==> config.mk <==
export PLATFORM = sky130hd
export DESIGN_NAME = tlik_sqrt_cell
export DESIGN_NICKNAME = d
export VERILOG_FILES = /design/src/hdl/tlik_pkg.sv /design/src/hdl/tlik_sqrt_cell.sv
export SDC_FILE = /design/constraint.sdc
export NUM_CORES = 1
export LEC_CHECK = 0
export ABC_CLOCK_PERIOD_IN_PS = 2740
export BUFFER_PORTS_ARGS = -buffer_cell sky130_fd_sc_hd__buf_4
export CORE_ASPECT_RATIO = 1.4
export CORE_MARGIN = 1.5
export CORE_UTILIZATION = 45
export DETAILED_ROUTE_END_ITERATION = 8
export PLACE_DENSITY = 0.78
export SLEW_MARGIN = 10
export SYNTH_ARGS = -nofsm -noshare
export SYNTH_HDL_FRONTEND = slang
export SYNTH_SLANG_ARGS = --single-unit
==> constraint.sdc <==
create_clock -name clk -period 2.74 [get_ports clk]
set_input_delay 0.411 -clock clk [delete_from_list [all_inputs] [get_ports clk]]
set_output_delay 0.411 -clock clk [all_outputs]
set_load 0.005 [all_outputs]
==> src/hdl/tlik_pkg.sv <==
// ----------------------------------------------------------------------------
// tlik_pkg
// Shared constants, stage types and the arctangent table for the two-link
// inverse kinematics pipeline.
// ----------------------------------------------------------------------------
`default_nettype none
package tlik_pkg;

  localparam int DIV_STEPS         = 17;
  localparam int SQRT_STEPS        = 17;
  localparam int CORDIC_STAGES_DEF = 18;

  localparam logic [14:0]        ARM_LEN_RST = 15'd3200;
  localparam logic signed [19:0] PI_Q16      = 20'sd205887;
  localparam logic signed [19:0] HALF_PI_Q16 = 20'sd102944;
  localparam logic [26:0]        TICK_GAIN   = 27'd66754421;
  localparam logic signed [47:0] TICK_BIAS   = 48'sd6012954214400;
  localparam logic signed [47:0] TRUNC_ADJ   = 48'sd4294967295;

  // restoring divider step: rem < 2*den, quotient shifts in from the right
  typedef struct packed {
    logic        vld;
    logic [31:0] rem;
    logic [30:0] den;
    logic [16:0] quo;
    logic        neg;
    logic        oor;
  } div_t;

  // bitwise integer square root step
  typedef struct packed {
    logic               vld;
    logic [32:0]        a;
    logic [32:0]        r;
    logic signed [17:0] c;
    logic               oor;
  } sqrt_t;

  // vectoring rotation step
  typedef struct packed {
    logic               vld;
    logic signed [33:0] u;
    logic signed [33:0] v;
    logic signed [19:0] z;
    logic               vzero;
    logic               upos;
    logic               tag;
  } cordic_t;

  // atan(2^-i) in Q16, rounded
  function automatic logic signed [19:0] atan_entry(input int idx);
    logic signed [19:0] e;
    case (idx)
      0:       e = 20'sd51472;
      1:       e = 20'sd30385;
      2:       e = 20'sd16055;
      3:       e = 20'sd8150;
      4:       e = 20'sd4091;
      5:       e = 20'sd2047;
      6:       e = 20'sd1024;
      7:       e = 20'sd512;
      8:       e = 20'sd256;
      9:       e = 20'sd128;
      10:      e = 20'sd64;
      11:      e = 20'sd32;
      12:      e = 20'sd16;
      13:      e = 20'sd8;
      14:      e = 20'sd4;
      15:      e = 20'sd2;
      16:      e = 20'sd1;
      default: e = 20'sd0;
    endcase
    return e;
  endfunction

endpackage
`default_nettype wire

==> src/hdl/tlik_sqrt_cell.sv <==
// ----------------------------------------------------------------------------
// tlik_sqrt_cell
// One step of the bitwise integer square root; BIT_POS is the trial bit.
// ----------------------------------------------------------------------------
`default_nettype none
module tlik_sqrt_cell import tlik_pkg::*; #(
  parameter int BIT_POS = 32
) (
  input  wire logic  clk,
  input  wire logic  rst_n,
  input  wire logic  en,
  input  wire sqrt_t s_in,
  output sqrt_t      s_out
);

  localparam logic [33:0] TRIAL = 34'd1 << BIT_POS;

  sqrt_t       q_r;
  logic [33:0] t;
  logic        ge;

  always_comb begin
    t  = {1'b0, s_in.r} + TRIAL;
    ge = {1'b0, s_in.a} >= t;
  end

  always_ff @(posedge clk) begin
    if (!rst_n) begin
      q_r.vld <= 1'b0;
    end else if (en) begin
      q_r.vld <= s_in.vld;
    end
  end

  always_ff @(posedge clk) begin
    if (en) begin
      q_r.a   <= ge ? (s_in.a - t[32:0]) : s_in.a;
      q_r.r   <= ge ? ((s_in.r >> 1) + TRIAL[32:0]) : (s_in.r >> 1);
      q_r.c   <= s_in.c;
      q_r.oor <= s_in.oor;
    end
  end

  assign s_out = q_r;

endmodule
`default_nettype wire

After elaboration in Yosys (flattened, before gate mapping)
Index checks and enable logic that the tools add are counted.
{"block": "word_totals", "register_bits": 86, "latchBits": 0, "mem_bits_rw": 0, "mem_bits_ro": 0, "in_bits": 89, "output_inout_bits": 86, "memories": 0}
{"block": "op_classes", "n_addsub": 3, "mul": 0, "div_mod_pow": 0, "n_lt_le_gt_ge": 1, "eq_ne": 0, "n_shift": 0, "n_mux": 2, "bitwise": 0, "n_reduce_logical": 0}
{"op": "$add 33x33->34 const B", "n": 1}
{"op": "$ge 33x34->1", "n": 1}
{"op": "$add 32x33->33 const B", "n": 1}
{"op": "$mux 33", "n": 1}
{"op": "$sub 33x33->33", "n": 1}
{"op": "$mux 32", "n": 1}

Longest topological paths before layout
{"block": "logic_depth", "ltp_word": 3, "ltp_mapped": 13}

Worst setup path before layout
Ideal clock, no wire load.
{"block": "synth_timing", "kind": "input port to flip-flop", "startpoint": "input s_in[52] (netlist name)", "endpoint": "register q_r, in the netlist s_out[53] (data pin)", "setup_time_ps": 260, "t_arrival_ps": 2461, "slack_ps": 19, "path_stages": 11, "path_buffers": 0, "path_cell_list": "inv_1 ha_1 inv_1 fa_1 a211oi_2 o21a_1 a211oi_4 o211ai_2 nand3_2 a21oi_4 mux2_2"}
{"block": "synth_between", "elab_chain_cells": 2}
{"element": "from (decl)", "line": "tlik_sqrt_cell.sv:12", "rtl": "input wire sqrt_t s_in,"}
{"element": "$sub 33x33->33 / $ge 33x34->1 (equally long branches)", "line": "tlik_sqrt_cell.sv:37, tlik_sqrt_cell.sv:24"}
{"element": "$mux 33 *", "line": "tlik_sqrt_cell.sv:37", "rtl": "q_r.a <= ge ? (s_in.a - t[32:0]) : s_in.a;"}
{"element": "to (decl)", "line": "tlik_sqrt_cell.sv:18", "rtl": "sqrt_t q_r;"}
Mark *: on every way between the ends. The rest lies on a longest branch, timed or not.
A chain may end at the register's enable or synchronous reset.

Final worst setup path
{"block": "layout_timing", "startpoint": "input s_in[52] (netlist name)", "endpoint": "register q_r, in the netlist s_out[76] (data pin)"}
{"block": "layout_between", "elab_chain_cells": 2}
{"element": "$ge 33x34->1", "line": "tlik_sqrt_cell.sv:24", "rtl": "ge = {1'b0, s_in.a} >= t;"}
{"element": "net ge", "line": "tlik_sqrt_cell.sv:20", "rtl": "logic ge;"}
{"element": "$mux 33", "line": "tlik_sqrt_cell.sv:37"}
The timed path passes the listed nets, and every way through them passes these cells.

==> run_results.csv <==
group,metric,value,unit
placement,port_buffers,174,
logic_synthesis,syn_nets,594,
sta,hold_violations,0,
power,power_frac_comb,0.259,
final_layout,fin_nets,814,
die,core_area,10800,um^2
sta,worst_pin_slew,0.569,ns
power,p_int,2.73,mW
die,start_util,0.461,
setup_path,cp.required,2.84,ns
final_layout,diodes,0,
placement,place_ws,-0.291,ns
cts,cts_tree,"built",
die,num_rows,45,
cts,cts_sinks,86,
grt,grt_pass1_vias,4414,
power,power_leakage,3.23,nW
logic_synthesis,seq_area_frac_synth,0.516,
logic_synthesis,ys_types,52,
cts,htree_num_levels,3,
logic_synthesis,synth_warnings,0,
grt,grt_max_degree,40,
routing,vias,4305,
sta,max_freq,390,MHz
sta,min_period,2.56,ns
setup_path,cp_max_fo,4,
final_layout,largest_reg_flops,86,
power,clock_power_share,0.309,
die,die-area,11700,um^2
logic_synthesis,synth_seq_cells,86,
flow_run,cap_viol_max_count,0,
routing,drt-initial-drc-count,196,
die,dieWidth,91.9,um
sta,drv_slew,0,
grt,grt_overflow,0,
sta,max_slew_margin,0.621,
logic_synthesis,synth-edff-count,85,
logic_synthesis,synth_flop_cell,"edfxtp_1",
placement,place_hpwl,10400,um
setup_path,end_kind,"flop",
routing,ant_nets,0,
grt,grt.total_usage,0.224,
logic_synthesis,syn_inst,470,
power,power.total,3.77,mW
logic_synthesis,synth-async-reset-ratio,0,
logic_synthesis,syn_avg_cell_area,10.6,um^2
power,switching_share,0.276,
grt,antenna_found_initial,0,
sta,post-route-period-util,0.936,
grt,grt_pass1_wl,20500,um
cts,clockBufferDepth,2,
routing,via_per_inst,5.15,
placement,dp.cells,819,
power,seqPwrFrac,0.432,
final_layout,drive_above_1_share,0.361,
routing,wl_per_cell,15.5,um
placement,routabilityCongestion,0.855,
sta,fin_ws,0.177,ns
die,die_y,128,um
final_layout,mostFrequentLayoutCells,"buf_4 (220), edfxtp_1 (85), nand2_1 (67), o21ai_0 (42), inv_1 (39)",
setup_path,critical_path_arrival,2.66,ns
final_layout,fin_cells,836,
cts,path_clk_slew,0.07,ns
status,status,"finished, final reports clean",
final_layout,final_common_cell,"buf_4",
sta,tns,0,ns
cts,ctsRootBufferMaster,"clkbuf_16",
sta,finalSetupViolCount,0,
final_layout,num-fill-cells,914,
power,vdd_ir_drop_max,0.291,mV
logic_synthesis,syn_area,4980,um^2
setup_path,crit_type,"input port to flop",
cts,cts_buffers,9,
final_layout,fin_util,0.653,
final_layout,area_delta_synth_final,41.6,%
routing,wirelength,12900,um
power,power_density,535,nW/um^2
setup_path,cp-start-kind,"input port",
sta,skew,0,ns
hold_path,hold_path.class,"input port to flop",
die,io-pin-count,175,
sta,grt_setup_unrepaired,"false",
power,p_sw,1.04,mW
cts,clk_latency,0.34,ns
routing,firstDrtPassIters,4,
routing,drc,0,
## synthesized netlist by cell type, types with 2 or more instances
master    number  area, um^2
edfxtp_1      85        2550
nand2_1       67         251
o21ai_0       42         210
inv_1         39         146
a21oi_1       37         185
ha_1          34         425
nor2_1        19        71.3
xnor2_1       19         166
a21o_1        17         128
xor2_1        10        87.6
buf_2          9        45.0
nand4_1        8        50.1
nor2b_1        7        43.8
o21a_1         7        52.6
o21ai_1        7        35.0
o21bai_1       7        52.6
a211oi_1       4        30.0
and2_1         4        25.0
nor3_1         4        20.0
and3_1         3        18.8
nand3_1        3        15.0
buf_6          2        22.5
clkbuf_1       2        7.51
nor3b_1        2        15.0
nor4_1         2        12.5
o211ai_1       2        15.0
o22ai_1        2        12.5
o31ai_2        2        25.0
## worst paths after layout
check	startpoint	end	slack (ns)	cells after the start
max	s_in[52]	s_out[76]	0.18	14
min	s_in[10]	s_out[10]	0.24	1
max reg2reg	s_out[85]	s_out[85]	2.12	2
min reg2reg	s_out[85]	s_out[85]	0.56	2
## per-layer routing
metal / wire (um) / GRT usage / vias to the layer above
li1: - / - / 2139
met1: 4910 / 0.241 / 1987
met2: 7010 / 0.420 / 149
met3: 583 / 0.0304 / 30
met4: 439 / 0.116 / 0
met5: 0 / 0 / -
## cell families after synthesis
| family | after synthesis | synth area share |
|---|---|---|
| compound gates | 140 | 0.178 |
| mux | 3 | 0.00653 |
| flops | 86 | 0.516 |
| buf+inv | 53 | 0.0452 |
| fa+ha+maj | 35 | 0.0894 |
| xor+xnor | 29 | 0.0510 |
| simple gates | 124 | 0.113 |
## worst max-delay path, cell delays in order
cell and delay [ns]:
buf_4 0.11, inv_1 0.06, ha_1 0.15, inv_1 0.06
fa_2 0.37, a211oi_2 0.23, o21a_1 0.21, a211oi_4 0.10
o211ai_2 0.16, nand3_2 0.12, a21oi_4 0.16, buf_4 0.15
inv_2 0.04, mux2_1 0.31
## layout make-up
type / instances / area (um^2) / share of cell area
multi-input cells: 331 / 2190 / 0.311
clock buffers: 10 / 229 / 0.0325
clock inverters: 6 / 52.6 / 0.00745
flip-flops and latches: 86 / 2570 / 0.365
well taps: 141 / 176 / 0.0250
inverters: 40 / 150 / 0.0213
repair buffers: 222 / 1680 / 0.239
## power by group through the flow
stage	logic, mW	registers (mW)	clock network (mW)
floorplan	0.448	1.67	0
global placement	0.954	1.66	0
detailed placement	0.970	1.66	0
CTS	0.975	1.63	1.19
global route	1.07	1.64	1.24
finish	0.976	1.63	1.17
## what timing repair did
| item | 4_1_cts | 5_1_grt |
|---|---|---|
| hold endpoints to repair | 0 | 0 |
| setup endpoints to repair | 0 | 24 |
| gates resized for setup | 0 | 3 |
| hold buffers | 0 | 0 |
| setup buffers | 0 | 1 |
## stage by stage
stage	area (um^2)	hold WS, ns
global placement	6760	0.498
global route	7050	0.230
floorplan	4980	0.507
CTS	7040	0.231
finish	7050	0.239
detailed placement	6760	0.542
Note: power is estimated with default switching activity, not from simulation.
