[src/hdl/tlik_pkg.sv]
// ----------------------------------------------------------------------------
// tlik_pkg
// Shared constants, stage types and the arctangent table for the two-link
// inverse kinematics pipeline.
// ----------------------------------------------------------------------------
`default_nettype none
package tlik_pkg;

  localparam int DIV_STEPS         = 17;
  localparam int SQRT_STEPS        = 17;
  localparam int CORDIC_STAGES_DEF = 18;

  localparam logic [14:0]        ARM_LEN_RST = 15'd3200;
  localparam logic signed [19:0] PI_Q16      = 20'sd205887;
  localparam logic signed [19:0] HALF_PI_Q16 = 20'sd102944;
  localparam logic [26:0]        TICK_GAIN   = 27'd66754421;
  localparam logic signed [47:0] TICK_BIAS   = 48'sd6012954214400;
  localparam logic signed [47:0] TRUNC_ADJ   = 48'sd4294967295;

  // restoring divider step: rem < 2*den, quotient shifts in from the right
  typedef struct packed {
    logic        vld;
    logic [31:0] rem;
    logic [30:0] den;
    logic [16:0] quo;
    logic        neg;
    logic        oor;
  } div_t;

  // bitwise integer square root step
  typedef struct packed {
    logic               vld;
    logic [32:0]        a;
    logic [32:0]        r;
    logic signed [17:0] c;
    logic               oor;
  } sqrt_t;

  // vectoring rotation step
  typedef struct packed {
    logic               vld;
    logic signed [33:0] u;
    logic signed [33:0] v;
    logic signed [19:0] z;
    logic               vzero;
    logic               upos;
    logic               tag;
  } cordic_t;

  // atan(2^-i) in Q16, rounded
  function automatic logic signed [19:0] atan_entry(input int idx);
    logic signed [19:0] e;
    case (idx)
      0:       e = 20'sd51472;
      1:       e = 20'sd30385;
      2:       e = 20'sd16055;
      3:       e = 20'sd8150;
      4:       e = 20'sd4091;
      5:       e = 20'sd2047;
      6:       e = 20'sd1024;
      7:       e = 20'sd512;
      8:       e = 20'sd256;
      9:       e = 20'sd128;
      10:      e = 20'sd64;
      11:      e = 20'sd32;
      12:      e = 20'sd16;
      13:      e = 20'sd8;
      14:      e = 20'sd4;
      15:      e = 20'sd2;
      16:      e = 20'sd1;
      default: e = 20'sd0;
    endcase
    return e;
  endfunction

endpackage
`default_nettype wire

[src/hdl/tlik_div_cell.sv]
// ----------------------------------------------------------------------------
// tlik_div_cell
// One restoring division step: one quotient bit per cell.
// ----------------------------------------------------------------------------
`default_nettype none
module tlik_div_cell import tlik_pkg::*; (
  input  wire logic clk,
  input  wire logic rst_n,
  input  wire logic en,
  input  wire div_t d_in,
  output div_t      d_out
);

  div_t        q_r;
  logic        ge;
  logic [31:0] sel;

  always_comb begin
    ge  = d_in.rem >= {1'b0, d_in.den};
    sel = ge ? (d_in.rem - {1'b0, d_in.den}) : d_in.rem;
  end

  always_ff @(posedge clk) begin
    if (!rst_n) begin
      q_r.vld <= 1'b0;
    end else if (en) begin
      q_r.vld <= d_in.vld;
    end
  end

  always_ff @(posedge clk) begin
    if (en) begin
      q_r.rem <= {sel[30:0], 1'b0};
      q_r.den <= d_in.den;
      q_r.quo <= {d_in.quo[15:0], ge};
      q_r.neg <= d_in.neg;
      q_r.oor <= d_in.oor;
    end
  end

  assign d_out = q_r;

endmodule
`default_nettype wire

[config.mk]
export PLATFORM = sky130hd
export DESIGN_NAME = tlik_div_cell
export DESIGN_NICKNAME = d
export VERILOG_FILES = /design/src/hdl/tlik_pkg.sv /design/src/hdl/tlik_div_cell.sv
export SDC_FILE = /design/constraint.sdc
export NUM_CORES = 1
export LEC_CHECK = 0
export ABC_AREA = 1
export BUFFER_PORTS_ARGS = -buffer_cell sky130_fd_sc_hd__buf_4
export CAP_MARGIN = 30
export CORE_MARGIN = 4
export CORE_UTILIZATION = 40
export CTS_CLUSTER_SIZE = 20
export DETAILED_ROUTE_END_ITERATION = 10
export PLACE_DENSITY = 0.61
export SLEW_MARGIN = 20
export SYNTH_ARGS = -nofsm -noshare
export SYNTH_HDL_FRONTEND = slang
export SYNTH_SLANG_ARGS = --single-unit
export TNS_END_PERCENT = 10
[constraint.sdc]
create_clock -name clk -period 2.42 [get_ports clk]
set_input_delay 0 -clock clk [delete_from_list [all_inputs] [get_ports clk]]
set_output_delay 0 -clock clk [all_outputs]
set_load 0.01 [all_outputs]
After elaboration in Yosys (flattened, before gate mapping)
Cells that the tools add are included.
{"block": "word_totals", "reg_bits": 82}
{"block": "classes", "n_addsub": 1, "n_lt_le_gt_ge": 1, "n_mux": 1}
{"operator": "32-bit by 31-bit >= comparator with 1-bit output", "n": 1}
{"operator": "31-bit two-way mux", "n": 1}
{"operator": "31-bit subtractor", "n": 1}

Depth between registers and ports, before layout
{"block": "depth", "depth_word": 2, "mapped_depth": 15}

Worst setup path after synthesis
No wires, ideal clock.
{"block": "synth_path", "kind": "input port to flip-flop", "startpoint": "input d_in[50] in the netlist's numbering", "endpoint": "register q_r, in the netlist d_out[76], data pin", "setup_time_ns": 0.253, "arrival_ns": 1.535, "required_ns": 2.167, "path_slack_ns": 0.632, "stages": 15, "path_buffers": 2, "path_cell_list": "inv_1 -> ha_1 -> fa_1 -> inv_1 -> nand2_1 -> nand2_1 -> nand3_2 -> nand2_2 -> nand2_2 -> nand3_2 -> nand2_2 -> buf_6 -> buf_8 -> nand3_2 -> nand2_1"}
{"block": "synth_via", "elab_chain_len": 2, "elab_cells_between_ends": 3, "classes_between": "add/sub: 1; order compare: 1; mux: 1"}
{"item": "start: declaration", "line": "tlik_div_cell.sv:10", "source": "input wire div_t d_in,"}
{"item": "31-bit subtractor / 32-bit by 31-bit >= comparator with 1-bit output (equally long branches)", "line": "tlik_div_cell.sv:20, tlik_div_cell.sv:19"}
{"item": "31-bit two-way mux (*)", "line": "tlik_div_cell.sv:20", "source": "sel = ge ? (d_in.rem - {1'b0, d_in.den}) : d_in.rem;"}
{"item": "via sel[25]", "line": "tlik_div_cell.sv:16", "source": "logic [31:0] sel;"}
{"item": "end: declaration", "line": "tlik_div_cell.sv:14", "source": "div_t q_r;"}
Mark *: on every way through the listed nets, which the timed path passes. The rest lies on a longest branch.
A chain may end at the register's enable or synchronous reset.

Final worst setup path
{"block": "layout_path", "startpoint": "input d_in[19] in the netlist's numbering", "endpoint": "register q_r, in the netlist d_out[57], data pin"}
The elaborated chain is that of the path after synthesis.

==> run summary <==
================================================================================
Status ............................................................ complete, no violations
Leading post-synthesis cells by cell area ......................... sky130_fd_sc_hd__edfxtp_1 44%, sky130_fd_sc_hd__nand2_1 17%, sky130_fd_sc_hd__inv_1 9.9%
Cell area after placement .........................................     6970 µm²
Number of enable-type register cells in the synthesized netlist ...           81
Number of distinct library cells after synthesis ..................           35
Vias ..............................................................        5,365
Clock transition at the registers of the reported paths ...........      0.06 ns
Internal power component ..........................................      3.18 mW
Number of cells traversed by the worst hold path ..................            3
Initial core utilization ..........................................        41.5%
DRT Pass-1 Iters ..................................................            4
Final antenna diode count .........................................            0
Combinational Power Share .........................................        29.4%
Vertical extent of the die ........................................       126 µm
Category of the critical setup timing path ........................ primary input to register
Synth cell count leaders .......................................... 253 x sky130_fd_sc_hd__nand2_1, 147 x sky130_fd_sc_hd__inv_1, 81 x sky130_fd_sc_hd__edfxtp_1
Final HPWL from detailed placement ................................    12,500 µm
CP Data Arrival Time ..............................................      2.39 ns
Ratio of total power to cell area .................................   550 nW/µm²
Hold WC Path Type ................................................. primary input to register
Clock latency reported for the late side of the worst-skew pair ...      0.34 ns
Combined area of all synthesized cells ............................     5560 µm²
Last weighted congestion value of the routability-driven placer ...        0.828
Met2 WL ...........................................................      7640 µm
Synthesized netlist cell count ....................................          712
Final count of hold timing violations .............................            0
Synth area leader ................................................. sky130_fd_sc_hd__edfxtp_1
Clk root buf ...................................................... sky130_fd_sc_hd__clkbuf_16
Net Sw Frac .......................................................        29.1%
Leading register cell type out of synthesis ....................... sky130_fd_sc_hd__edfxtp_1
DRC errors left ...................................................            0
Clock sink count ..................................................           82
Period utilisation layout .........................................        94.4%
Combined global-route utilization of all metal layers .............        20.9%
Number of top-level pins ..........................................          169
Wire length after detailed routing ................................    16,500 µm
NumNets Final .....................................................        1,084
Per-instance average area after synthesis .........................     7.81 µm²
Crit path capture ................................................. d_out[57]$_DFFE_PP_
Quantity of I/O buffers inserted on ports .........................          166
Core Rows .........................................................           42
Synthesis-to-finish area growth ...................................        46.9%
Overflow after GRT ................................................            0
Total core area ...................................................   13,400 µm²
Syn_nets ..........................................................          830
Via count of the first global-routing pass ........................        5,463
Register bit total from synthesis .................................           82
Register-to-register path setup slack .............................      1.24 ns
Origin of the worst setup path ....................................     d_in[19]
Share of total power in sequential cells ..........................        39.9%
Flip-flop count of the largest register after layout ..............           82
Number of pins exceeding their max-slew limit in the final report .            0
Final worst hold slack ............................................    0.0107 ns
Total die area ....................................................   15,800 µm²
Met1 Routed Length ................................................      7510 µm
Floorplan die width ...............................................       126 µm
Number of clock buffers inserted by TritonCTS .....................            9
Mean number of vias per cell ......................................         4.68
Clock period minus worst slack ....................................      2.28 ns
Critical Path Start Type .......................................... primary input
Met3 Routed Length ................................................      1020 µm
Worst vdd ir ......................................................   0.000290 V
Startpoint of the most critical register-to-register path ......... d_out[82]$_SDFFE_PN0P_
Clock network fraction of design power ............................        30.7%
Wire length per cell ..............................................      14.4 µm
Initial antenna violation count ...................................            0
Yosys warnings ....................................................            0
DRT antenna net count .............................................            0
Wire length of the first global-routing pass ......................    27,100 µm
Endpoint of the most critical register-to-register path ........... d_out[82]$_SDFFE_PN0P_
Most instantiated library cell after synthesis .................... sky130_fd_sc_hd__nand2_1
Switching component of the power ..................................      1.31 mW
Setup repair after global routing missed its margin ...............           no
Fraction of layout cells with a size suffix above 1 ...............        23.2%
Share of the synthesized area in the top cell type ................        43.8%
Largest net degree at the start of global routing .................           54
Iteration-0 DRC Markers ...........................................          374
Pleak .............................................................      4.25 nW
Asr flop ratio synth ..............................................           0%
Final-report setup violation count ................................            0
Clock tree from TritonCTS .........................................        built
Count of cells along the worst register-to-register path ..........            3
H-tree depth ......................................................            3
Proportion of synthesized chip area in sequential cells ...........        44.1%
Accumulated negative setup slack ..................................         0 ns
CTS max path bufs .................................................            2
Element type at the critical path end .............................     register
Post-layout instance area .........................................     8160 µm²
Data required, critical path ......................................      2.53 ns
Worst-case clock skew .............................................         0 ns
Max FO, Critical Path .............................................           14
Max layer used ....................................................         met4
Fmax ..............................................................    0.438 GHz
Maximum Capacitance Violations ....................................            0
================================================================================
[worst max-delay path, stage by stage]
cell and delay (ns):
sky130_fd_sc_hd__dlygate4sd3_1 0.54, sky130_fd_sc_hd__buf_4 0.14, sky130_fd_sc_hd__ha_1 0.22, sky130_fd_sc_hd__fa_1 0.38, sky130_fd_sc_hd__inv_2 0.09, sky130_fd_sc_hd__nand2_1 0.07
sky130_fd_sc_hd__nand2_1 0.12, sky130_fd_sc_hd__nand3_2 0.08, sky130_fd_sc_hd__nand2_2 0.12, sky130_fd_sc_hd__nand2_2 0.07, sky130_fd_sc_hd__nand3_2 0.08, sky130_fd_sc_hd__nand2_4 0.12
sky130_fd_sc_hd__clkbuf_16 0.22, sky130_fd_sc_hd__nand3_1 0.09, sky130_fd_sc_hd__nand2_1 0.05
[per-stage QoR]
stage	instances	worst slack, ns	util [%]	power, mW
final	1147	0.136	60.9	4.49
after global routing	1147	0.00958	60.9	4.77
after CTS	1144	0.0329	60.2	4.52
after detailed placement	1048	0.212	52.0	3.03
after global placement	1048	0.269	52.0	3.01
after floorplan	712	0.632	-	2.49
[power by group through the flow]
stage               combinational (mW)  sequential, mW  clock (mW)
floorplan                        0.589            1.90           0
global placement                  1.19            1.82           0
detailed placement                1.20            1.82           0
CTS                               1.31            1.79        1.42
global route                      1.48            1.81        1.48
finish                            1.32            1.79        1.38
[placed cells by master (no fill, tap or decap), types with 2 or more instances in the layout]
| cell | synthesis | layout |
|---|---|---|
| sky130_fd_sc_hd__nand3_1 | 65 | 64 |
| sky130_fd_sc_hd__inv_1 | 147 | 146 |
| sky130_fd_sc_hd__nand2_2 | 8 | 7 |
| sky130_fd_sc_hd__buf_12 | 0 | 3 |
| sky130_fd_sc_hd__buf_4 | 3 | 167 |
| sky130_fd_sc_hd__a21oi_2 | 1 | 2 |
| sky130_fd_sc_hd__inv_2 | 2 | 3 |
| sky130_fd_sc_hd__nand2_4 | 1 | 2 |
| sky130_fd_sc_hd__nor2_1 | 36 | 36 |
| sky130_fd_sc_hd__edfxtp_1 | 81 | 81 |
| sky130_fd_sc_hd__nor2_4 | 4 | 4 |
| sky130_fd_sc_hd__a21oi_1 | 17 | 16 |
| sky130_fd_sc_hd__clkbuf_1 | 0 | 2 |
| sky130_fd_sc_hd__nand2_1 | 253 | 253 |
| sky130_fd_sc_hd__dlygate4sd3_1 | 0 | 80 |
| sky130_fd_sc_hd__ha_1 | 31 | 31 |
| sky130_fd_sc_hd__nand3_2 | 13 | 14 |
| sky130_fd_sc_hd__nor2_2 | 2 | 2 |
| sky130_fd_sc_hd__clkbuf_16 | 0 | 10 |
| sky130_fd_sc_hd__nand3b_1 | 2 | 2 |
| sky130_fd_sc_hd__xor2_1 | 13 | 13 |
| sky130_fd_sc_hd__nand4_1 | 7 | 7 |
| sky130_fd_sc_hd__nor3_2 | 2 | 2 |
| sky130_fd_sc_hd__o21bai_1 | 3 | 3 |
| sky130_fd_sc_hd__o21ai_0 | 3 | 3 |
[layer usage]
layer / vias to the layer above / global-route usage [%]
met2: 170 / 34.6
met4: 0 / 6.12
li1: 2740 / -
met5: - / 0
met3: 18 / 4.28
met1: 2437 / 27.9
[kinds of logic after synthesis]
kind of cell    Yosys count  share of synthesized area [%]
other cells               1                         0.0675
xor+xnor                 14                           2.21
simple gates            398                           31.9
flops                    82                           44.1
compound gates           26                           2.59
fa+ha+maj                32                           7.34
buf+inv                 159                           11.8
[how the worst min path moves through the flow]
| stage | start | endpoint | slack, ns |
|---|---|---|---|
| floorplan | en | d_out[82]$_SDFFE_PN0P_ | 0.09 |
| global placement | d_in[16] | d_out[17]$_DFFE_PP_ | 0.18 |
| detailed placement | d_in[4] | d_out[5]$_DFFE_PP_ | 0.18 |
| CTS | d_in[50] | d_out[51]$_DFFE_PP_ | 0.003 |
| global route | d_in[50] | d_out[51]$_DFFE_PP_ | 0.03 |
| finish | d_in[50] | d_out[51]$_DFFE_PP_ | 0.01 |
[cell type report]
class	instances	area, µm²
Fill cell	1178	5240
Multi-Input combinational cell	472	2480
Sequential cell	82	2450
Timing Repair Buffer	252	2150
Inverter	149	559
Clock buffer	12	246
Tap cell	176	220
Clock inverter	4	51.3
[timing repair]
action	4_1_cts	5_1_grt
resized for setup	0	9
hold buffers	80	0
hold endpoints to repair	79	0
buffers inserted	0	1
endpoints found under the setup margin	0	31
No activity file was read; power rests on OpenSTA's default activity.
