## config.mk

```make
export PLATFORM = sky130hd
export DESIGN_NAME = tlik_atan2
export DESIGN_NICKNAME = d
export VERILOG_FILES = /design/src/hdl/tlik_pkg.sv /design/src/hdl/tlik_cordic_cell.sv /design/src/hdl/tlik_atan2.sv
export SDC_FILE = /design/constraint.sdc
export NUM_CORES = 2
export LEC_CHECK = 0
export BUFFER_PORTS_ARGS = -buffer_cell sky130_fd_sc_hd__buf_2
export CAP_MARGIN = 10
export CORE_ASPECT_RATIO = 1.75
export CORE_MARGIN = 2
export CORE_UTILIZATION = 55
export DETAILED_ROUTE_END_ITERATION = 10
export PLACE_DENSITY_LB_ADDON = 0.1
export SETUP_SLACK_MARGIN = 0.3
export SLEW_MARGIN = 20
export SYNTH_ARGS = -nofsm -noshare
export SYNTH_HDL_FRONTEND = slang
export SYNTH_SLANG_ARGS = --single-unit
export TNS_END_PERCENT = 30
```

## constraint.sdc

```tcl
create_clock -name clk -period 13 [get_ports clk]
set_clock_uncertainty 0.2 [all_clocks]
set_input_delay 0.65 -clock clk [delete_from_list [all_inputs] [get_ports clk]]
set_output_delay 0.65 -clock clk [all_outputs]
set_load 0.05 [all_outputs]
```

## src/hdl/tlik_pkg.sv

```systemverilog
// ----------------------------------------------------------------------------
// tlik_pkg
// Shared constants, stage types and the arctangent table for the two-link
// inverse kinematics pipeline.
// ----------------------------------------------------------------------------
`default_nettype none
package tlik_pkg;

  localparam int DIV_STEPS         = 17;
  localparam int SQRT_STEPS        = 17;
  localparam int CORDIC_STAGES_DEF = 18;

  localparam logic [14:0]        ARM_LEN_RST = 15'd3200;
  localparam logic signed [19:0] PI_Q16      = 20'sd205887;
  localparam logic signed [19:0] HALF_PI_Q16 = 20'sd102944;
  localparam logic [26:0]        TICK_GAIN   = 27'd66754421;
  localparam logic signed [47:0] TICK_BIAS   = 48'sd6012954214400;
  localparam logic signed [47:0] TRUNC_ADJ   = 48'sd4294967295;

  // restoring divider step: rem < 2*den, quotient shifts in from the right
  typedef struct packed {
    logic        vld;
    logic [31:0] rem;
    logic [30:0] den;
    logic [16:0] quo;
    logic        neg;
    logic        oor;
  } div_t;

  // bitwise integer square root step
  typedef struct packed {
    logic               vld;
    logic [32:0]        a;
    logic [32:0]        r;
    logic signed [17:0] c;
    logic               oor;
  } sqrt_t;

  // vectoring rotation step
  typedef struct packed {
    logic               vld;
    logic signed [33:0] u;
    logic signed [33:0] v;
    logic signed [19:0] z;
    logic               vzero;
    logic               upos;
    logic               tag;
  } cordic_t;

  // atan(2^-i) in Q16, rounded
  function automatic logic signed [19:0] atan_entry(input int idx);
    logic signed [19:0] e;
    case (idx)
      0:       e = 20'sd51472;
      1:       e = 20'sd30385;
      2:       e = 20'sd16055;
      3:       e = 20'sd8150;
      4:       e = 20'sd4091;
      5:       e = 20'sd2047;
      6:       e = 20'sd1024;
      7:       e = 20'sd512;
      8:       e = 20'sd256;
      9:       e = 20'sd128;
      10:      e = 20'sd64;
      11:      e = 20'sd32;
      12:      e = 20'sd16;
      13:      e = 20'sd8;
      14:      e = 20'sd4;
      15:      e = 20'sd2;
      16:      e = 20'sd1;
      default: e = 20'sd0;
    endcase
    return e;
  endfunction

endpackage
`default_nettype wire

```

## src/hdl/tlik_cordic_cell.sv

```systemverilog
// ----------------------------------------------------------------------------
// tlik_cordic_cell
// One vectoring CORDIC rotation by atan(2^-IDX).
// ----------------------------------------------------------------------------
`default_nettype none
module tlik_cordic_cell import tlik_pkg::*; #(
  parameter int IDX = 0
) (
  input  wire logic    clk,
  input  wire logic    rst_n,
  input  wire logic    en,
  input  wire cordic_t c_in,
  output cordic_t      c_out
);

  localparam logic signed [19:0] ANG = atan_entry(IDX);

  cordic_t            q_r;
  logic signed [33:0] du;
  logic signed [33:0] dv;

  always_comb begin
    du = c_in.v >>> IDX;
    dv = c_in.u >>> IDX;
  end

  always_ff @(posedge clk) begin
    if (!rst_n) begin
      q_r.vld <= 1'b0;
    end else if (en) begin
      q_r.vld <= c_in.vld;
    end
  end

  always_ff @(posedge clk) begin
    if (en) begin
      if (!c_in.v[33]) begin
        q_r.u <= c_in.u + du;
        q_r.v <= c_in.v - dv;
        q_r.z <= c_in.z + ANG;
      end else begin
        q_r.u <= c_in.u - du;
        q_r.v <= c_in.v + dv;
        q_r.z <= c_in.z - ANG;
      end
      q_r.vzero <= c_in.vzero;
      q_r.upos  <= c_in.upos;
      q_r.tag   <= c_in.tag;
    end
  end

  assign c_out = q_r;

endmodule
`default_nettype wire

```

## src/hdl/tlik_atan2.sv

```systemverilog
// ----------------------------------------------------------------------------
// tlik_atan2
// Pipelined atan2(v, u) in Q3.16: quadrant fold, CORDIC cell chain, clamp.
// ----------------------------------------------------------------------------
`default_nettype none
module tlik_atan2 import tlik_pkg::*; #(
  parameter int CORDIC_STAGES = CORDIC_STAGES_DEF
) (
  input  wire logic               clk,
  input  wire logic               rst_n,
  input  wire logic               en,
  input  wire logic               in_vld,
  input  wire logic signed [17:0] in_v,
  input  wire logic signed [17:0] in_u,
  input  wire logic               in_tag,
  output logic                    out_vld,
  output logic signed [19:0]      out_z,
  output logic                    out_tag
);

  localparam int N = (CORDIC_STAGES > 32) ? 32 : CORDIC_STAGES;

  cordic_t            chain [N+1];
  cordic_t            pre_r;
  logic signed [33:0] us;
  logic signed [33:0] vs;
  logic signed [19:0] zc;
  logic               vld_r;
  logic signed [19:0] z_r;
  logic               tag_r;

  always_comb begin
    us = {{2{in_u[17]}}, in_u, 14'b0};
    vs = {{2{in_v[17]}}, in_v, 14'b0};
  end

  always_ff @(posedge clk) begin
    if (!rst_n) begin
      pre_r.vld <= 1'b0;
    end else if (en) begin
      pre_r.vld <= in_vld;
    end
  end

  // fold the left half-plane onto the right one
  always_ff @(posedge clk) begin
    if (en) begin
      if (in_u[17] && !in_v[17] && (in_v != 18'sd0)) begin
        pre_r.u <= vs;
        pre_r.v <= -us;
        pre_r.z <= HALF_PI_Q16;
      end else if (in_u[17]) begin
        pre_r.u <= -vs;
        pre_r.v <= us;
        pre_r.z <= -HALF_PI_Q16;
      end else begin
        pre_r.u <= us;
        pre_r.v <= vs;
        pre_r.z <= 20'sd0;
      end
      pre_r.vzero <= (in_v == 18'sd0);
      pre_r.upos  <= !in_u[17] && (in_u != 18'sd0);
      pre_r.tag   <= in_tag;
    end
  end

  assign chain[0] = pre_r;

  for (genvar i = 0; i < N; i++) begin : g_cell
    tlik_cordic_cell #(.IDX(i)) u_cell (
      .clk   (clk),
      .rst_n (rst_n),
      .en    (en),
      .c_in  (chain[i]),
      .c_out (chain[i+1])
    );
  end

  always_comb begin
    zc = chain[N].z;
    if (zc > PI_Q16) begin
      zc = PI_Q16;
    end else if (zc < -PI_Q16) begin
      zc = -PI_Q16;
    end
    if (chain[N].vzero) begin
      zc = chain[N].upos ? 20'sd0 : PI_Q16;
    end
  end

  always_ff @(posedge clk) begin
    if (!rst_n) begin
      vld_r <= 1'b0;
    end else if (en) begin
      vld_r <= chain[N].vld;
    end
  end

  always_ff @(posedge clk) begin
    if (en) begin
      z_r   <= zc;
      tag_r <= chain[N].tag;
    end
  end

  assign out_vld = vld_r;
  assign out_z   = z_r;
  assign out_tag = tag_r;

endmodule
`default_nettype wire

```

; Yosys cells after proc, flatten, opt, wreduce, memory -nomap -nowiden
; Index checks and enable logic that the tools add are counted.
[op_classes]
n_addsub = 99
n_lt_le_gt_ge = 2
n_mux = 23
bitwise = 1
n_reduce_logical = 9
[op_table]
columns = cell, count
row1 = $mux 88, 18
row2 = $mux 20, 4
row3 = $add 34x19->34, 2
row4 = $add 34x20->34, 2
row5 = $add 34x21->34, 2
row6 = $add 34x22->34, 2
row7 = $add 34x23->34, 2
row8 = $add 34x24->34, 2
row9 = $add 34x25->34, 2
row10 = $add 34x26->34, 2
row11 = $add 34x27->34, 2
row12 = $add 34x28->34, 2
row13 = $add 34x29->34, 2
row14 = $add 34x30->34, 2
row15 = $add 34x31->34, 2
row16 = $add 34x32->34, 2
row17 = $add 34x33->34, 2
row18 = $neg 32->34, 2
row19 = $sub 34x19->34, 2
row20 = $sub 34x20->34, 2
row21 = $sub 34x21->34, 2
row22 = $sub 34x22->34, 2
row23 = $sub 34x23->34, 2
row24 = $sub 34x24->34, 2
row25 = 52 further kinds, 68
[totals]
reg_bits = 1600
output_inout_bits = 22
wordCells = 266

; Depth between registers and ports, before layout
[logic_depth]
depth_word = 4
mapped_depth = 23
mapped_depth_nobuf = 22

; Cells and area by module
; From an unflattened synthesis, not the netlist that was laid out.
[unflattened]
cells_unflattened = 15811
hier_area_um2 = 148358.5
[modules_own_cells]
columns = mod, n_inst, cells_each, area_per_inst_um2, seq_area_each_um2
row1 = tlik_cordic_cell at g_cell[0].u_cell, 1, 1034, 9073.7, 2722.6
row2 = tlik_cordic_cell at g_cell[2].u_cell, 1, 895, 8465.6, 2752.6
row3 = tlik_cordic_cell at g_cell[1].u_cell, 1, 920, 8429.3, 2752.6
row4 = tlik_cordic_cell at g_cell[3].u_cell, 1, 890, 8295.5, 2752.6
row5 = tlik_cordic_cell at g_cell[4].u_cell, 1, 878, 8224.1, 2752.6
row6 = tlik_cordic_cell at g_cell[5].u_cell, 1, 870, 8162.8, 2752.6
row7 = tlik_cordic_cell at g_cell[15].u_cell, 1, 886, 8145.3, 2752.6
row8 = tlik_cordic_cell at g_cell[11].u_cell, 1, 859, 8114.0, 2752.6
row9 = tlik_cordic_cell at g_cell[10].u_cell, 1, 851, 8034.0, 2752.6
row10 = tlik_cordic_cell at g_cell[13].u_cell, 1, 843, 7971.4, 2752.6
row11 = tlik_cordic_cell at g_cell[12].u_cell, 1, 851, 7866.3, 2752.6
row12 = tlik_cordic_cell at g_cell[16].u_cell, 1, 833, 7860.0, 2752.6
row13 = tlik_cordic_cell at g_cell[6].u_cell, 1, 839, 7858.8, 2752.6
row14 = tlik_cordic_cell at g_cell[7].u_cell, 1, 822, 7793.7, 2752.6
row15 = 5 more rows, -, -, -, -

; Least setup slack after synthesis
; No wires, ideal clock.
[synth_path]
path_type = flip-flop to flip-flop
from = register g_cell[12].u_cell.q_r (netlist bit g_cell[12].u_cell.c_out[41])
to = register g_cell[13].u_cell.q_r (netlist bit g_cell[13].u_cell.c_out[89]) (data pin)
setup_time_ns = 0.263
t_arrival_ns = 4.409
required_ns = 12.537
path_slack_ns = 8.128
stages_incl_launch_ff = 19
n_path_buf = 1
period_less_slack_ns = 4.872
cell_sequence = edfxtp_1 -> or4_1 -> nor4b_1 -> and3_1 -> clkbuf_1 -> a21oi_1 -> xnor2_1 -> ha_1 -> a21o_1 -> a21o_1 -> a21o_1 -> a211oi_2 -> o221ai_1 -> a41oi_1 -> a21oi_1 -> a21oi_1 -> nor2_1 -> a311oi_1 -> xnor2_1
[synth_between]
elab_chain_cells = 2
elab_cells_between_ends = 3
cone_classes = 2 x add/sub / 1 x mux
[synth_lines]
columns = element, line
row1 = from (decl), tlik_cordic_cell.sv:18  ; cordic_t q_r;
row2 = $add 34x21->34 or $sub 34x21->34 (tied branches), "tlik_cordic_cell.sv:38, tlik_cordic_cell.sv:42"
row3 = $mux 88 *, tlik_cordic_cell.sv:37  ; if (!c_in.v[33]) begin
row4 = to (decl), tlik_cordic_cell.sv:18
; Mark *: on every way between the ends. The rest lies on a longest branch, timed or not.
; A chain may end at the register's enable or synchronous reset.

; Final worst setup path
[layout_path]
from = register g_cell[9].u_cell.q_r (netlist bit g_cell[9].u_cell.c_out[73])
to = register g_cell[10].u_cell.q_r (netlist bit g_cell[10].u_cell.c_out[54]) (data pin)
[layout_between]
elab_chain_cells = 2
elab_cells_between_ends = 3
cone_classes = 2 x add/sub / 1 x mux
[layout_lines]
columns = element, line
row1 = from (decl), tlik_cordic_cell.sv:18
row2 = $sub 34x24->34 or $add 34x24->34 (tied branches), "tlik_cordic_cell.sv:39, tlik_cordic_cell.sv:43"
row3 = $mux 88 *, tlik_cordic_cell.sv:37
row4 = to (decl), tlik_cordic_cell.sv:18
; Marks and branches as above.

==> impl_results.md <==
- Outcome: complete, no violations
- Drt drc: 0
- CP Max Fanout: 4
- Post-DP HPWL: 279000 um
- Final setup fails: 0
- Layout cells sized above 1: 4.23%
- Worst path slowest cell: a221oi_2
- Crit share post-route: 45.3%
- Arr. time, crit path: 6.26 ns
- Die area: 203000 um2
- CP required: 13.37 ns
- Number of max-cap violations: 0
- Worst Hold Margin: 0.0473 ns
- Total wire length: between 300000 and 400000 um
- Ys async rst share: 0%
- # clock sinks: 1377
- Placed Area: 113000 um2
- CTS buffer count: 154
- Highest-count cells in the layout ignoring fill and taps: 1357 x edfxtp_1, 1187 x a21oi_1, 1186 x ha_1, 1147 x nor2_1, 1046 x xnor2_1
- I/O pin count: 63
- Seq/Total Area, Yosys: 37.5%
- Mean cell area of the mapped netlist: between 9 and 10 um2
- Slowest stage delay, CP: 0.70 ns
- Syn Inst Count: 11400
- Port bufs: 62
- Max Freq: roughly 170 MHz
- Critical Path, Cell by Cell: nor3_1, nand2b_1, nor4_1, nand2_1, nor2_1, a21oi_1, xor2_1, ha_1, nand3_1, nor2_1, a221oi_2, nor4b_2, o31ai_1, a21o_1, a21oi_2, o21ai_1, xor2_1
- Crit end category: flop
- First-pass GRT wire length: 513000 um
- Hold Path Class: in -> reg
- Metal-1 WL: slightly below 100000 um
- RSZ-0062 raised after global routing: no
- Gr usage total: about 33%
- CP bufs+invs: 0
- Core Rows: 217
- Worst-path clk slew: roughly 0.06 ns
- Yosys Warn Count: 0
- Nets: between 10000 and 15000
- Number of setup buffers added after CTS: 0
- Slew Viols, Final: 0
- Post-route design area: between 100000 and 150000 um2
- Syn nets: around 13000
- Htree depth: 4
- Met2 wire length: 186000 um
- Max_slew headroom: 9.22%
- Main synth FF type: edfxtp_1
- Worst setup SP type: flop
- CTS root buf: clkbuf_16
- Largest net degree at the start of global routing: 206
- Aggregate global routing overflow: 0
- CTS tree: yes
- Area grow syn2layout: 7.52%
- Seq cells post-synth: about 1400
- Vias: 86800
- Critical path class: reg -> reg
- Delay-heaviest family, CP: simple AND/OR/NAND/NOR gates
- Synth Cell Area: around 110000 um2
- Synth unique cells: 105
- Initial antenna violation count: 21
- Initial core utilization: around 55%
- Fin. Hold Viols: 0
- Die width: 342 um
- Least-Margin Pin Slew: 1.35 ns
- WL/cell: between 20 and 25 um
- Vias in the first global route: 88000
- Later-pin clock latency in the skew report: roughly 0.84 ns
- Met3 WL: about 12000 um
- Final ANT Viol Nets: 0
- Pre-antenna DRT Iters: 6
- Clock buffer depth: 4
- Die height: 595 um
- Minimum clock period: 5.89 ns
- Core Area: ~200000 um2
- Commonest non-fill, non-tap cell in the layout: edfxtp_1
- Vias/cell: 6.12
- Top Layer Used: met5
- Post-route setup TNS: 0 ns
- Post-synth EDFFs: 1357
- Drt initial violations: 4865
- Placer congestion estimate: about 1.1
==> logic make-up after synthesis <==
| kind of cell | count (synthesis) | synth area share, % |
|---|---|---|
| compound gates | 3128 | 18.0 |
| xor+xnor | 1623 | 12.9 |
| fa+ha+maj | 1227 | 14.3 |
| buf+inv | 733 | 2.51 |
| flops | 1377 | 37.5 |
| mux | 77 | 0.738 |
| other cells | 1 | 0.00341 |
| simple gates | 3190 | 14.1 |
==> what timing repair did <==
action                    in CTS  in global routing
hold buffers                   7                  0
hold endpoints to repair       7                  0
gates resized for setup        0                  0
==> worst paths after layout <==
path / cells after the start / slack, ns / from / endpoint
worst max-delay path: 17 / 7.11 / g_cell[9].u_cell.c_out[73] / g_cell[10].u_cell.c_out[54]
worst min-delay path: 3 / 0.05 / in_u[10] / chain[1737]
worst max register to register: 17 / 7.11 / g_cell[9].u_cell.c_out[73] / g_cell[10].u_cell.c_out[54]
worst min register to register: 0 / 0.21 / g_cell[1].u_cell.c_out[2] / g_cell[2].u_cell.c_out[2]
==> stage by stage <==
step,worst slack [ns],utilization [%],std cells
global placement,7.22,56.8,13900
detailed placement,7.22,56.9,13900
global route,6.91,59.3,14200
floorplan,8.13,-,11400
finish,7.11,59.3,14200
CTS,7.19,59.3,14200
==> worst reg2reg max path, stage by stage, from the launching register on <==
cell and delay, ns:
edfxtp_1 0.44, nor3_1 0.27, nand2b_1 0.16, nor4_1 0.38, nand2_1 0.10, nor2_1 0.21
a21oi_1 0.12, xor2_1 0.58, ha_1 0.42, nand3_1 0.34, nor2_1 0.13, a221oi_2 0.70
nor4b_2 0.67, o31ai_1 0.28, a21o_1 0.25, a21oi_2 0.18, o21ai_1 0.09, xor2_1 0.15
==> cell usage after synthesis, types with 18 or more instances <==
cell type | count | area [um2]
edfxtp_1 | 1357 | 40700
a21oi_1 | 1187 | 5940
ha_1 | 1186 | 14800
nor2_1 | 1148 | 4310
xnor2_1 | 1049 | 9190
xor2_1 | 574 | 5030
nand2_1 | 533 | 2000
inv_1 | 518 | 1940
a21o_1 | 462 | 3470
o21ai_0 | 432 | 2160
nor3_1 | 312 | 1560
nor2b_1 | 233 | 1460
nand2b_1 | 191 | 1190
nand3_1 | 179 | 896
clkbuf_1 | 178 | 668
o21a_1 | 158 | 1190
o21bai_1 | 134 | 1010
a31oi_1 | 121 | 757
o21ai_1 | 104 | 521
or3_1 | 93 | 582
and3_1 | 87 | 544
nor4_1 | 85 | 532
nand4_1 | 82 | 513
and2_1 | 64 | 400
a211oi_1 | 55 | 413
mux2i_1 | 45 | 450
o31ai_1 | 43 | 323
fa_1 | 41 | 821
o41ai_1 | 38 | 333
a211o_1 | 37 | 324
o211ai_1 | 35 | 263
a21boi_0 | 33 | 248
or4_1 | 33 | 248
mux2_2 | 32 | 360
or2_2 | 31 | 194
buf_1 | 26 | 97.6
o2111ai_1 | 22 | 193
nor4b_1 | 21 | 184
o31a_1 | 21 | 184
dfxtp_1 | 20 | 400
nor3b_1 | 20 | 150
a41o_1 | 19 | 190
and4_1 | 18 | 158
==> per-layer routing <==
layer / global-route usage (%) / vias up
met5: 0 / -
met4: 38.2 / 14
met3: 4.52 / 1467
met2: 64.4 / 2463
met1: 26.0 / 41100
li1: - / 41800
==> cell type report <==
type                            instances  area [um2]
Tap cell                             2628        3290
Clock buffer                          176        4010
Sequential cell                      1377       41100
Antenna cell                           19        47.5
Timing Repair Buffer                  126         881
Clock inverter                         85         787
Fill cell                           17100       80900
Inverter                              523        1960
Multi-Input combinational cell       9246       66000
==> state kept, by name (all words and copies together), names as in the netlist <==
| name | count |
|---|---|
| g_cell.u_cell.c_out | 1308 |
| out_z | 20 |
| out_vld | 1 |
| chain | 47 |
| out_tag | 1 |
Power is not shown: default switching activity piles up to over one toggle a cycle in this logic, so the estimate is an artifact.
